**config.mk**
```make
export PLATFORM = sky130hd
export DESIGN_NAME = smwpp_mul
export DESIGN_NICKNAME = d
export VERILOG_FILES = /design/src/rtl/shape_model_weak_perspective_projection_assert.svh /design/src/rtl/smwpp_mul.sv
export SDC_FILE = /design/constraint.sdc
export NUM_CORES = 2
export LEC_CHECK = 0
export BUFFER_PORTS_ARGS = -buffer_cell sky130_fd_sc_hd__buf_4
export CAP_MARGIN = 20
export CORE_ASPECT_RATIO = 1.75
export CORE_UTILIZATION = 43
export DETAILED_ROUTE_END_ITERATION = 8
export SLEW_MARGIN = 15
export SYNTH_ARGS = -nofsm -noshare
export SYNTH_HDL_FRONTEND = slang
export SYNTH_SLANG_ARGS = --single-unit
```
**constraint.sdc**
```tcl
create_clock -name clk -period 24.1 [get_ports clk]
set_clock_uncertainty 0.05 [all_clocks]
set_input_delay 2.41 -clock clk [delete_from_list [all_inputs] [get_ports clk]]
set_output_delay 2.41 -clock clk [all_outputs]
set_load 0.005 [all_outputs]
```
**src/rtl/shape_model_weak_perspective_projection_assert.svh**
```systemverilog
// assertion macros for the weak perspective projection block
// used by the top level; expects clk and rst in the including scope
`ifndef SHAPE_MODEL_WEAK_PERSPECTIVE_PROJECTION_ASSERT_SVH
`define SHAPE_MODEL_WEAK_PERSPECTIVE_PROJECTION_ASSERT_SVH
`ifndef SYNTH
`define SMWPP_CHECK(lbl, prop, msg) \
  lbl: assert property (@(posedge clk) disable iff (rst) prop) else $error(msg);
`define SMWPP_CHECK_NEXT(lbl, trig, prop, msg) \
  lbl: assert property (@(posedge clk) disable iff (rst) (trig) |=> (prop)) else $error(msg);
`else
`define SMWPP_CHECK(lbl, prop, msg)
`define SMWPP_CHECK_NEXT(lbl, trig, prop, msg)
`endif
`endif

```
**src/rtl/smwpp_mul.sv**
```systemverilog
// shared signed multiplier with registered product
// depends on nothing but the clock
module smwpp_mul (
  input  logic               clk,
  input  logic signed [32:0] a,
  input  logic signed [32:0] b,
  output logic signed [65:0] p
);

  // one product per cycle, registered
  always_ff @(posedge clk) begin
    p <= a * b;
  end

endmodule

```
==> metrics.md <==
| Metric | Value |
|---|---|
| Status | `complete, no violations` |
| Endpoint type of the worst setup path | `flop` |
| Synth Net Count | `5767` |
| Vias in the first global route | `32900` |
| Yosys top cell by area | `fa_1` |
| Number of core rows | `149` |
| Total GRT Usage | `27.7%` |
| Root Driver | `clkbuf_16` |
| CP max stage cell | `fa_1` |
| Crit path cell chain | `buf_4, inv_1, buf_4, nor2_1, fa_1, fa_1, fa_1, fa_1, fa_1, fa_1, fa_1, inv_1, fa_1, inv_1, ha_1, nand4_1, nor2_1, nand2_1, nor3_1, o311ai_4, nand3_2, a211oi_1, a311oi_1` |
| Core area | `94000 sq um` |
| Synth Warn # | `0` |
| RSZ-0062 raised after global routing | `no` |
| Clock-pin transition on the worst setup and hold timing paths | `70 ps` |
| CP Class | `input pin to flop` |
| Vias per cell | `5.30` |
| DR DRC count | `0` |
| CP Buf/Inv Count | `5` |
| Vias | `29000` |
| H-tree Lvls | `3` |
| Final setup fails | `0` |
| Biggest regs | `p x66` |
| Startpoint Class | `input pin` |
| Crit path DAT | `10370 ps` |
| CTS Buffer Depth | `2` |
| Dpl hpwl | `104000 um` |
| Antenna violations before repair | `5` |
| GR peak layer | `met2` |
| Hold Buf Count CTS | `0` |
| TritonCTS Buffers | `9` |
| Critical Path Fanout Max | `22` |
| Max stage delay on crit path | `720 ps` |
| NumNets Final | `5691` |
| Slew @ Worst Pin | `620 ps` |
| CP delay by family, top | `adder cells` |
| Met2 Use GR | `52.6%` |
| Fraction of registers with async set/reset | `0%` |
| Final Cycle Share | `42.2%` |
| Gr ovfl total | `0` |
| Clock sink count | `66` |
| Layout cells sized above 1 | `4.41%` |
| # fillers | `9211` |
| PortBufs | `132` |
| Yosys top cell area share | `56.3%` |
| Setup Fix Bufs, Post-CTS | `0` |
| # resized after CTS | `0` |
| Worst slew margin | `58.3%` |
| Die Height | `409 um` |
| Post-route setup TNS | `0 ps` |
| Post-Route WL | `128000 um` |
| Final hold vios | `0` |
| Wire length per cell | `23.4 um` |
| Crit path time final | `10180 ps` |
| Area grow syn2layout | `4.88%` |
| Final Slew Violations | `0` |
| Largest Register | `p` |
| Iteration-0 DRC Markers | `1485` |
| Die area | `96000 sq um` |
| Post-synth EDFFs | `0` |
| Cell Area, Synth | `40700 sq um` |
| Max_cap viols | `0` |
| Fmax | `98.3 MHz` |
| Met1 global-route usage | `25.2%` |
| Detail Route Antenna Nets | `0` |
| Levels on crit path | `23` |
| DRT Pass-1 Iters | `5` |
| I/O pin count | `133` |
| First-pass GRT wire length | `195000 um` |
| Largest net degree at the start of global routing | `34` |
| Flops & latches, synth | `66` |
| Max reg flops | `66` |
| Yosys cell types | `80` |
| Final std cells w/o fill | `5480` |
| Hold_ws | `2440 ps` |
| DIE WIDTH | `235 um` |
| Initial core utilization | `43.4%` |
| Sequential area share after synthesis | `3.24%` |
| CTS tree | `yes` |
| Hold Path Stages | `2` |
| Primary FF master, synth | `dfxtp_1` |
| Top post-synthesis cells by area | `fa_1, inv_1, and2_1` |
| Worst EP required | `24300 ps` |
| Final RePlAce weighted congestion | `0.910` |
| Final Core Density | `45.5%` |
| Syn avg cell area | `9.39 sq um` |
| Met3 Use GR | `3.23%` |
| Placed Cells | `5459` |
| HP Class | `input pin to flop` |
| Post-Syn Instances | `4338` |
| Most common cell type on the critical path | `fa_1` |
-- cell usage after synthesis (7+ instances only) --
master,n
clkbuf_1,208
fa_1,1145
a21oi_1,57
and2_1,562
nand2b_1,12
nand2_1,551
nor2_1,68
ha_1,217
dfxtp_1,66
a211oi_1,7
nor3_1,7
a21o_1,36
o21bai_1,11
xnor2_1,43
xor2_1,25
nand4_1,11
nand3_1,25
o21ai_0,25
a31oi_1,8
inv_1,1131
buf_2,11
-- cells by family (layout without fill, tap and decap cells) --
family / count (synthesis) / in the layout / share of synthesized area (%)
fa+ha+maj: 1362 / 1362 / 62.9
compound gates: 219 / 219 / 4.07
simple gates: 1271 / 1271 / 15.8
xor+xnor: 68 / 68 / 1.46
other cells: 0 / 5 / 0
buf+inv: 1352 / 1281 / 12.5
flops: 66 / 66 / 3.24
-- final timing paths --
| check | from | endpoint | slack, ps |
|---|---|---|---|
| hold / removal | b[0] | p[0] | 2440 |
| setup / recovery | b[32] | p[64] | 13920 |
-- routing by layer --
layer	part of all wire (%)	vias to the layer above
li1	-	12200
met1	29	15500
met2	56	963
met3	4.2	441
met4	11	0
met5	0	-
-- final cells by class --
cell class,count,area (sq um),area share (%)
repair buffers,134,1010,2.35
multi-input cells,2920,34300,80.3
inverters,1131,4250,9.94
well taps,1208,1510,3.54
clock buffers,9,225,0.527
diodes,5,12.5,0.0293
clock inverters,7,82.6,0.193
flip-flops and latches,66,1320,3.09
-- stage by stage --
step / cell area (sq um) / setup WS (ps)
floorplan: 40700 / 14400
global placement: 42400 / 13550
detailed placement: 42400 / 13520
CTS: 42700 / 13890
global route: 42700 / 13650
finish: 42700 / 13920
-- placed cells by master (no fill, tap or decap), types with 7 or more instances in the layout --
master     count
o21ai_0       25
nand2b_1      12
nand4_1       11
clkbuf_16      9
nor2_1        68
buf_4        134
a21oi_1       57
dfxtp_1       66
nand2_1      551
xnor2_1       43
inv_1       1131
nand3_1       25
ha_1         217
nor3_1         7
a211oi_1       7
o21bai_1      11
and2_1       562
fa_1        1144
xor2_1        25
a21o_1        36
a31oi_1        8
Power is left out: the tool's default activity adds up to more than one toggle a clock period on the data nets, which glitch-free logic cannot reach.
