[config.mk]
export PLATFORM = sky130hd
export DESIGN_NAME = smwpp_cordic
export DESIGN_NICKNAME = d
export VERILOG_FILES = /design/src/rtl/shape_model_weak_perspective_projection_assert.svh /design/src/rtl/smwpp_pkg.sv /design/src/rtl/smwpp_cordic.sv
export SDC_FILE = /design/constraint.sdc
export NUM_CORES = 1
export LEC_CHECK = 0
export BUFFER_PORTS_ARGS = -buffer_cell sky130_fd_sc_hd__buf_2
export CORE_MARGIN = 1
export CORE_UTILIZATION = 46
export DETAILED_ROUTE_END_ITERATION = 7
export GPL_TIMING_DRIVEN = 0
export PLACE_DENSITY = 0.67
export SYNTH_ARGS = -nofsm -noshare
export SYNTH_HDL_FRONTEND = slang
export SYNTH_SLANG_ARGS = --single-unit
[constraint.sdc]
create_clock -name clk -period 6.61 [get_ports clk]
set_clock_uncertainty 0.1 [all_clocks]
set_input_delay 1.6525 -clock clk [delete_from_list [all_inputs] [get_ports clk]]
set_output_delay 1.6525 -clock clk [all_outputs]
set_load 0.02 [all_outputs]
[src/rtl/shape_model_weak_perspective_projection_assert.svh]
// assertion macros for the weak perspective projection block
// used by the top level; expects clk and rst in the including scope
`ifndef SHAPE_MODEL_WEAK_PERSPECTIVE_PROJECTION_ASSERT_SVH
`define SHAPE_MODEL_WEAK_PERSPECTIVE_PROJECTION_ASSERT_SVH
`ifndef SYNTH
`define SMWPP_CHECK(lbl, prop, msg) \
  lbl: assert property (@(posedge clk) disable iff (rst) prop) else $error(msg);
`define SMWPP_CHECK_NEXT(lbl, trig, prop, msg) \
  lbl: assert property (@(posedge clk) disable iff (rst) (trig) |=> (prop)) else $error(msg);
`else
`define SMWPP_CHECK(lbl, prop, msg)
`define SMWPP_CHECK_NEXT(lbl, trig, prop, msg)
`endif
`endif

[src/rtl/smwpp_pkg.sv]
// shared constants, tables, types and rounding helper of the projection block
// no dependencies
package smwpp_pkg;

  localparam int MAX_MODES    = 64;
  localparam int CORDIC_STEPS = 16;
  localparam int TAB_LEN      = 24;
  localparam int NUM_STEPS    = (CORDIC_STEPS < TAB_LEN) ? CORDIC_STEPS : TAB_LEN;
  localparam int STEP_W       = 5;
  localparam int MODE_AW      = (MAX_MODES > 1) ? $clog2(MAX_MODES) : 1;

  localparam logic signed [32:0] CORDIC_GAIN = 33'sd652032874;
  localparam logic signed [34:0] PI_Q30      = 35'sd3373259426;
  localparam logic signed [34:0] HALF_PI_Q30 = 35'sd1686629713;

  localparam logic [29:0] ATAN_TAB [TAB_LEN] = '{
    30'd843314857, 30'd497837829, 30'd263043837, 30'd133525159, 30'd67021687,
    30'd33543516, 30'd16775851, 30'd8388437, 30'd4194283, 30'd2097149,
    30'd1048576, 30'd524288, 30'd262144, 30'd131072, 30'd65536, 30'd32768,
    30'd16384, 30'd8192, 30'd4096, 30'd2048, 30'd1024, 30'd512, 30'd256, 30'd128
  };

  // register indexes
  localparam logic [2:0] REG_SCALE = 3'd0;
  localparam logic [2:0] REG_PITCH = 3'd1;
  localparam logic [2:0] REG_YAW   = 3'd2;
  localparam logic [2:0] REG_ROLL  = 3'd3;
  localparam logic [2:0] REG_OFFX  = 3'd4;
  localparam logic [2:0] REG_OFFY  = 3'd5;

  // item kinds
  localparam logic [1:0] KIND_LOAD  = 2'd0;
  localparam logic [1:0] KIND_START = 2'd1;
  localparam logic [1:0] KIND_BASIS = 2'd2;

  typedef struct packed {
    logic               done;
    logic signed [19:0] sin_v;
    logic signed [19:0] cos_v;
  } cordic_res_t;

  // drop 16 fraction bits, nearest, ties away from zero
  function automatic logic signed [66:0] rnd16(input logic signed [66:0] p);
    logic signed [66:0] t;
    t = p + 67'sd32767 + (p[66] ? 67'sd0 : 67'sd1);
    rnd16 = t >>> 16;
  endfunction

endpackage

[src/rtl/smwpp_cordic.sv]
// iterative rotation-mode cordic, one micro-rotation per cycle
// depends on smwpp_pkg for the arctangent table and gain
module smwpp_cordic (
  input  logic                     clk,
  input  logic                     rst,
  input  logic                     start,
  input  logic signed [15:0]       angle,
  output smwpp_pkg::cordic_res_t   res
);
  import smwpp_pkg::*;

  logic signed [32:0] x, y;
  logic signed [34:0] z;
  logic [STEP_W-1:0]  i;
  logic               busy, done, neg;
  logic signed [34:0] z_in, z_sh, at;
  logic signed [32:0] dx, dy;
  logic signed [33:0] xt, yt;
  logic signed [19:0] xr, yr;

  // angle in 2^-13 rad, shifted to 2^-30 rad
  assign z_in = 35'(angle);
  assign z_sh = z_in <<< 17;
  assign at   = {5'd0, ATAN_TAB[i]};
  assign dx   = y >>> i;
  assign dy   = x >>> i;

  always_ff @(posedge clk) begin
    if (rst) begin
      busy <= 1'b0;
      done <= 1'b0;
    end else begin
      done <= 1'b0;
      if (start) begin
        x    <= CORDIC_GAIN;
        y    <= '0;
        i    <= '0;
        busy <= 1'b1;
        // fold to +-pi/2
        if (z_sh > HALF_PI_Q30) begin
          z   <= z_sh - PI_Q30;
          neg <= 1'b1;
        end else if (z_sh < -HALF_PI_Q30) begin
          z   <= z_sh + PI_Q30;
          neg <= 1'b1;
        end else begin
          z   <= z_sh;
          neg <= 1'b0;
        end
      end else if (busy) begin
        if (!z[34]) begin
          x <= x - dx;
          y <= y + dy;
          z <= z - at;
        end else begin
          x <= x + dx;
          y <= y - dy;
          z <= z + at;
        end
        i <= i + 1'b1;
        if (i == STEP_W'(NUM_STEPS - 1)) begin
          busy <= 1'b0;
          done <= 1'b1;
        end
      end
    end
  end

  // round to q1.16 and undo the fold
  assign xt = 34'(x) + 34'sd8191 + (x[32] ? 34'sd0 : 34'sd1);
  assign yt = 34'(y) + 34'sd8191 + (y[32] ? 34'sd0 : 34'sd1);
  assign xr = 20'(xt >>> 14);
  assign yr = 20'(yt >>> 14);

  assign res.done  = done;
  assign res.cos_v = neg ? -xr : xr;
  assign res.sin_v = neg ? -yr : yr;

endmodule
==> summary.md <==
| Metric | Value |
|---|---|
| Status | completed |
| Post-layout util | 0.523 |
| Row cnt | 72 |
| Max Cap Viol | 0 |
| Net Count, Synth | 2308 |
| Number of global-route vias before repair | 17746 |
| Distinct cells, synth | 99 |
| Post-synthesis cell count | 2168 |
| Crit path max fanout | 10 |
| GRT Residual Overflow | 0 |
| Worst setup path start | i[1] |
| Ys async rst share | 0 |
| Synthesized area per cell | 8.31 sq um |
| EDFF count, synth | 107 |
| CTS tree | yes |
| Fin. max-slew vios | 0 |
| Flops & latches, synth | 109 |
| Area of the die | 40000 sq um |
| Largest net degree at the start of global routing | 33 |
| Vias per cell | 6.78 |
| Worst r2r src | i[1] |
| Share of power burned in registers | 0.173 |
| Arr. time, crit path | 6.58 ns |
| Minimum clock period | 6.56 ns |
| Setup crit end | y[30] |
| Register area share after synthesis | 0.181 |
| PortBufs | 53 |
| Layout Area Growth over Synthesis | 12.2% |
| Slew Limit Headroom | 0.161 |
| Non-Filler Instances | 2789 |
| Io pins | 60 |
| Top cells by area, synth | edfxtp_1 (18%), mux4_2 (8.3%), ha_1 (8.2%) |
| CTS root buffer | clkbuf_16 |
| All-Layer GR Usage | 0.407 |
| Core Footprint | 38600 sq um |
| DP Cell Count | 2742 |
| Fmax | 152 MHz |
| Clock-pin transition on the worst setup and hold timing paths | 0.08 ns |
| Switching share of power | 0.524 |
| Clk buf depth | 2 |
| Crit. End Element | flip-flop |
| Routed wl met2 | 35800 um |
| Final #Nets | 2403 |
| CTS buffer count | 9 |
| Routed Antenna Nets | 0 |
| Initial core utilization | 0.466 |
| Met3 WL post-DR | 7200 um |
| Hpwl dp | 63100 um |
| Max H-tree Level | 3 |
| Clk network pwr share | 0.079 |
| Combinational share of power | 0.748 |
| R2R Setup Slk | 0.05 ns |
| CP startpoint kind | flip-flop |
| Post-synth top area cell | edfxtp_1 |
| Pint | 3.49 mW |
| R2R depth | 25 |
| M1 WL | 33300 um |
| Final wirelength | 81700 um |
| Clk sinks | 109 |
| Fin. Hold Viols | 0 |
| Mapped cell area | 18000 sq um |
| Yosys warns | 0 |
| Slew of the pin with the lowest slew margin | 1.26 ns |
| Worst hold path class | reg -> reg |
| Leak pwr | 7.90 nW |
| Die Y | 200 um |
| Per-cell routed wire length | 29.3 um |
| Worst skew pair latency | 0.41 ns |
| # setup viols final | 0 |
| Power Density | 363 nW/um^2 |
| Worst Setup Path Type | reg -> reg |
| Synth top area share | 0.178 |
| Die X | 200 um |
| Ys flop type | edfxtp_1 |
| Global-route wire length before repair | 117000 um |
| Period utilization | 0.992 |
| 1st-iter DRT viols | 2054 |
| Initial antenna violation count | 1 |
| Worst IR Drop VDD | 0.000166 V |
| Worst slack at placement | -2.11 ns |
| Via count | 18912 |
| Capturing point of the worst reg2reg path | y[30] |
| TritonRoute pass-1 iters | 6 |
| Max layer used | met4 |
| Total power | 7.34 mW |
| Final Worst Setup Slack | 0.0513 ns |
| RD Place Congestion | 1.05 |
| Share of post-route cells with drive strength above 1 | 0.170 |
| Switching power | 3.84 mW |
| Drt drc | 0 |
| Hold path cells | 1 |
| CP Data Required Time | 6.64 ns |
final cells by class:
class                   count  area [sq um]
clock buffers              11           243
multi-input cells        1848         14400
plain buffers             151           858
clock inverters             5          42.5
inverters                  58           218
flip-flops and latches    109          3250
repair buffers             86           554
fillers                  3670         18400
diodes                      3          7.51
well taps                 518           648
power groups by stage:
| stage | Clock [mW] | Combinational (mW) | Sequential [mW] |
|---|---|---|---|
| 6_report | 0.578 | 5.49 | 1.27 |
| 5_1_grt | 0.604 | 5.93 | 1.27 |
| 4_1_cts | 0.588 | 5.20 | 1.26 |
| 3_5_place_dp | 0 | 5.02 | 1.27 |
| 3_3_place_gp | 0 | 4.95 | 1.27 |
| 2_1_floorplan | 0 | 3.76 | 1.14 |
logic make-up (layout without fill, tap and decap cells):
kind of cell	count (synthesis)	after routing	synth area share
compound gates	644	644	0.232
xor+xnor	232	232	0.114
fa+ha+maj	121	121	0.0853
buf+inv	211	311	0.0506
flops	109	109	0.181
mux	171	171	0.154
other cells	0	3	0
simple gates	680	680	0.184
cell usage in the layout (no fill, tap or decap), drive strengths merged, types with 27 or more instances in the layout:
cell	count
a31oi	35
ha	118
o21ai	133
and3	33
a21oi	171
nor2	228
nand3	40
buf	131
nand2	170
clkbuf	115
mux2	44
edfxtp	107
a21o	64
a211oi	27
mux2i	51
xor2	93
nor3	41
xnor2	138
o22ai	27
mux4	76
inv	59
how the worst min path moves through the flow:
stage | to | slack [ns] | startpoint
after floorplan | done | 0.34 | busy
after global placement | done | 0.37 | busy
after detailed placement | done | 0.37 | busy
after CTS | done | 0.39 | busy
after global routing | done | 0.40 | busy
final | done | 0.38 | busy
Yosys cell counts (all sizes together), types with 11 or more instances:
| cell type | n |
|---|---|
| nand2 | 170 |
| or3 | 12 |
| clkbuf | 100 |
| and3 | 33 |
| o22ai | 27 |
| a21oi | 171 |
| nor2 | 228 |
| o21bai | 20 |
| and2 | 22 |
| o21ai | 133 |
| nor4 | 18 |
| a31oi | 35 |
| a22oi | 11 |
| mux2i | 51 |
| or2 | 13 |
| nand3 | 40 |
| xnor2 | 138 |
| nor3 | 41 |
| mux4 | 76 |
| mux2 | 44 |
| buf | 53 |
| o31ai | 11 |
| o21a | 19 |
| ha | 118 |
| inv | 56 |
| nor2b | 26 |
| nand4 | 11 |
| nand2b | 24 |
| a21o | 64 |
| a211oi | 27 |
| or4 | 11 |
| edfxtp | 107 |
| o211ai | 17 |
| xor2 | 93 |
flip-flops by register name, indices dropped and copies added, names as in the netlist:
register,flops
z,35
x,33
y,33
i,5
busy,1
done,1
neg,1
critical path, cell delays in order (launching register included):
cell	delay [ns]
edfxtp_1	0.40
buf_4	0.22
buf_4	0.24
buf_4	0.28
buf_6	0.23
mux4_2	0.35
a22oi_1	0.32
o221ai_2	0.30
a211oi_4	0.32
nor4b_4	0.29
buf_4	0.17
nand3_4	0.11
nor2b_2	0.19
nand2_1	0.11
a221oi_2	0.31
ha_1	0.35
a21o_1	0.22
a21o_1	0.17
a21o_1	0.19
a2111oi_0	0.45
and3_4	0.29
o41ai_4	0.10
a21oi_1	0.24
a21oi_1	0.11
xnor2_1	0.14
nor2_1	0.05
stage by stage:
| stage | hold slack, ns | setup TNS (ns) | cell area [sq um] |
|---|---|---|---|
| after global placement | 0.368 | -179.80 | 18900 |
| after floorplan | 0.344 | 0 | 18000 |
| after detailed placement | 0.372 | -78.98 | 19000 |
| after CTS | 0.386 | 0 | 19800 |
| final | 0.380 | 0 | 20200 |
| after global routing | 0.402 | -0.228 | 20200 |
repair_timing:
action / CTS / global route
hold buffers: 0 / 0
gates resized for setup: 108 / 84
endpoints found under the setup margin: 73 / 34
buffers inserted: 14 / 16
pin swaps: 11 / 23
routing by layer:
metal  global-route usage  vias up
met3               0.0880      285
met4                0.239        0
met5                    0        -
met2                0.637     1100
li1                     -     8333
met1                0.516     9194
(Power assumes the default switching activity.)
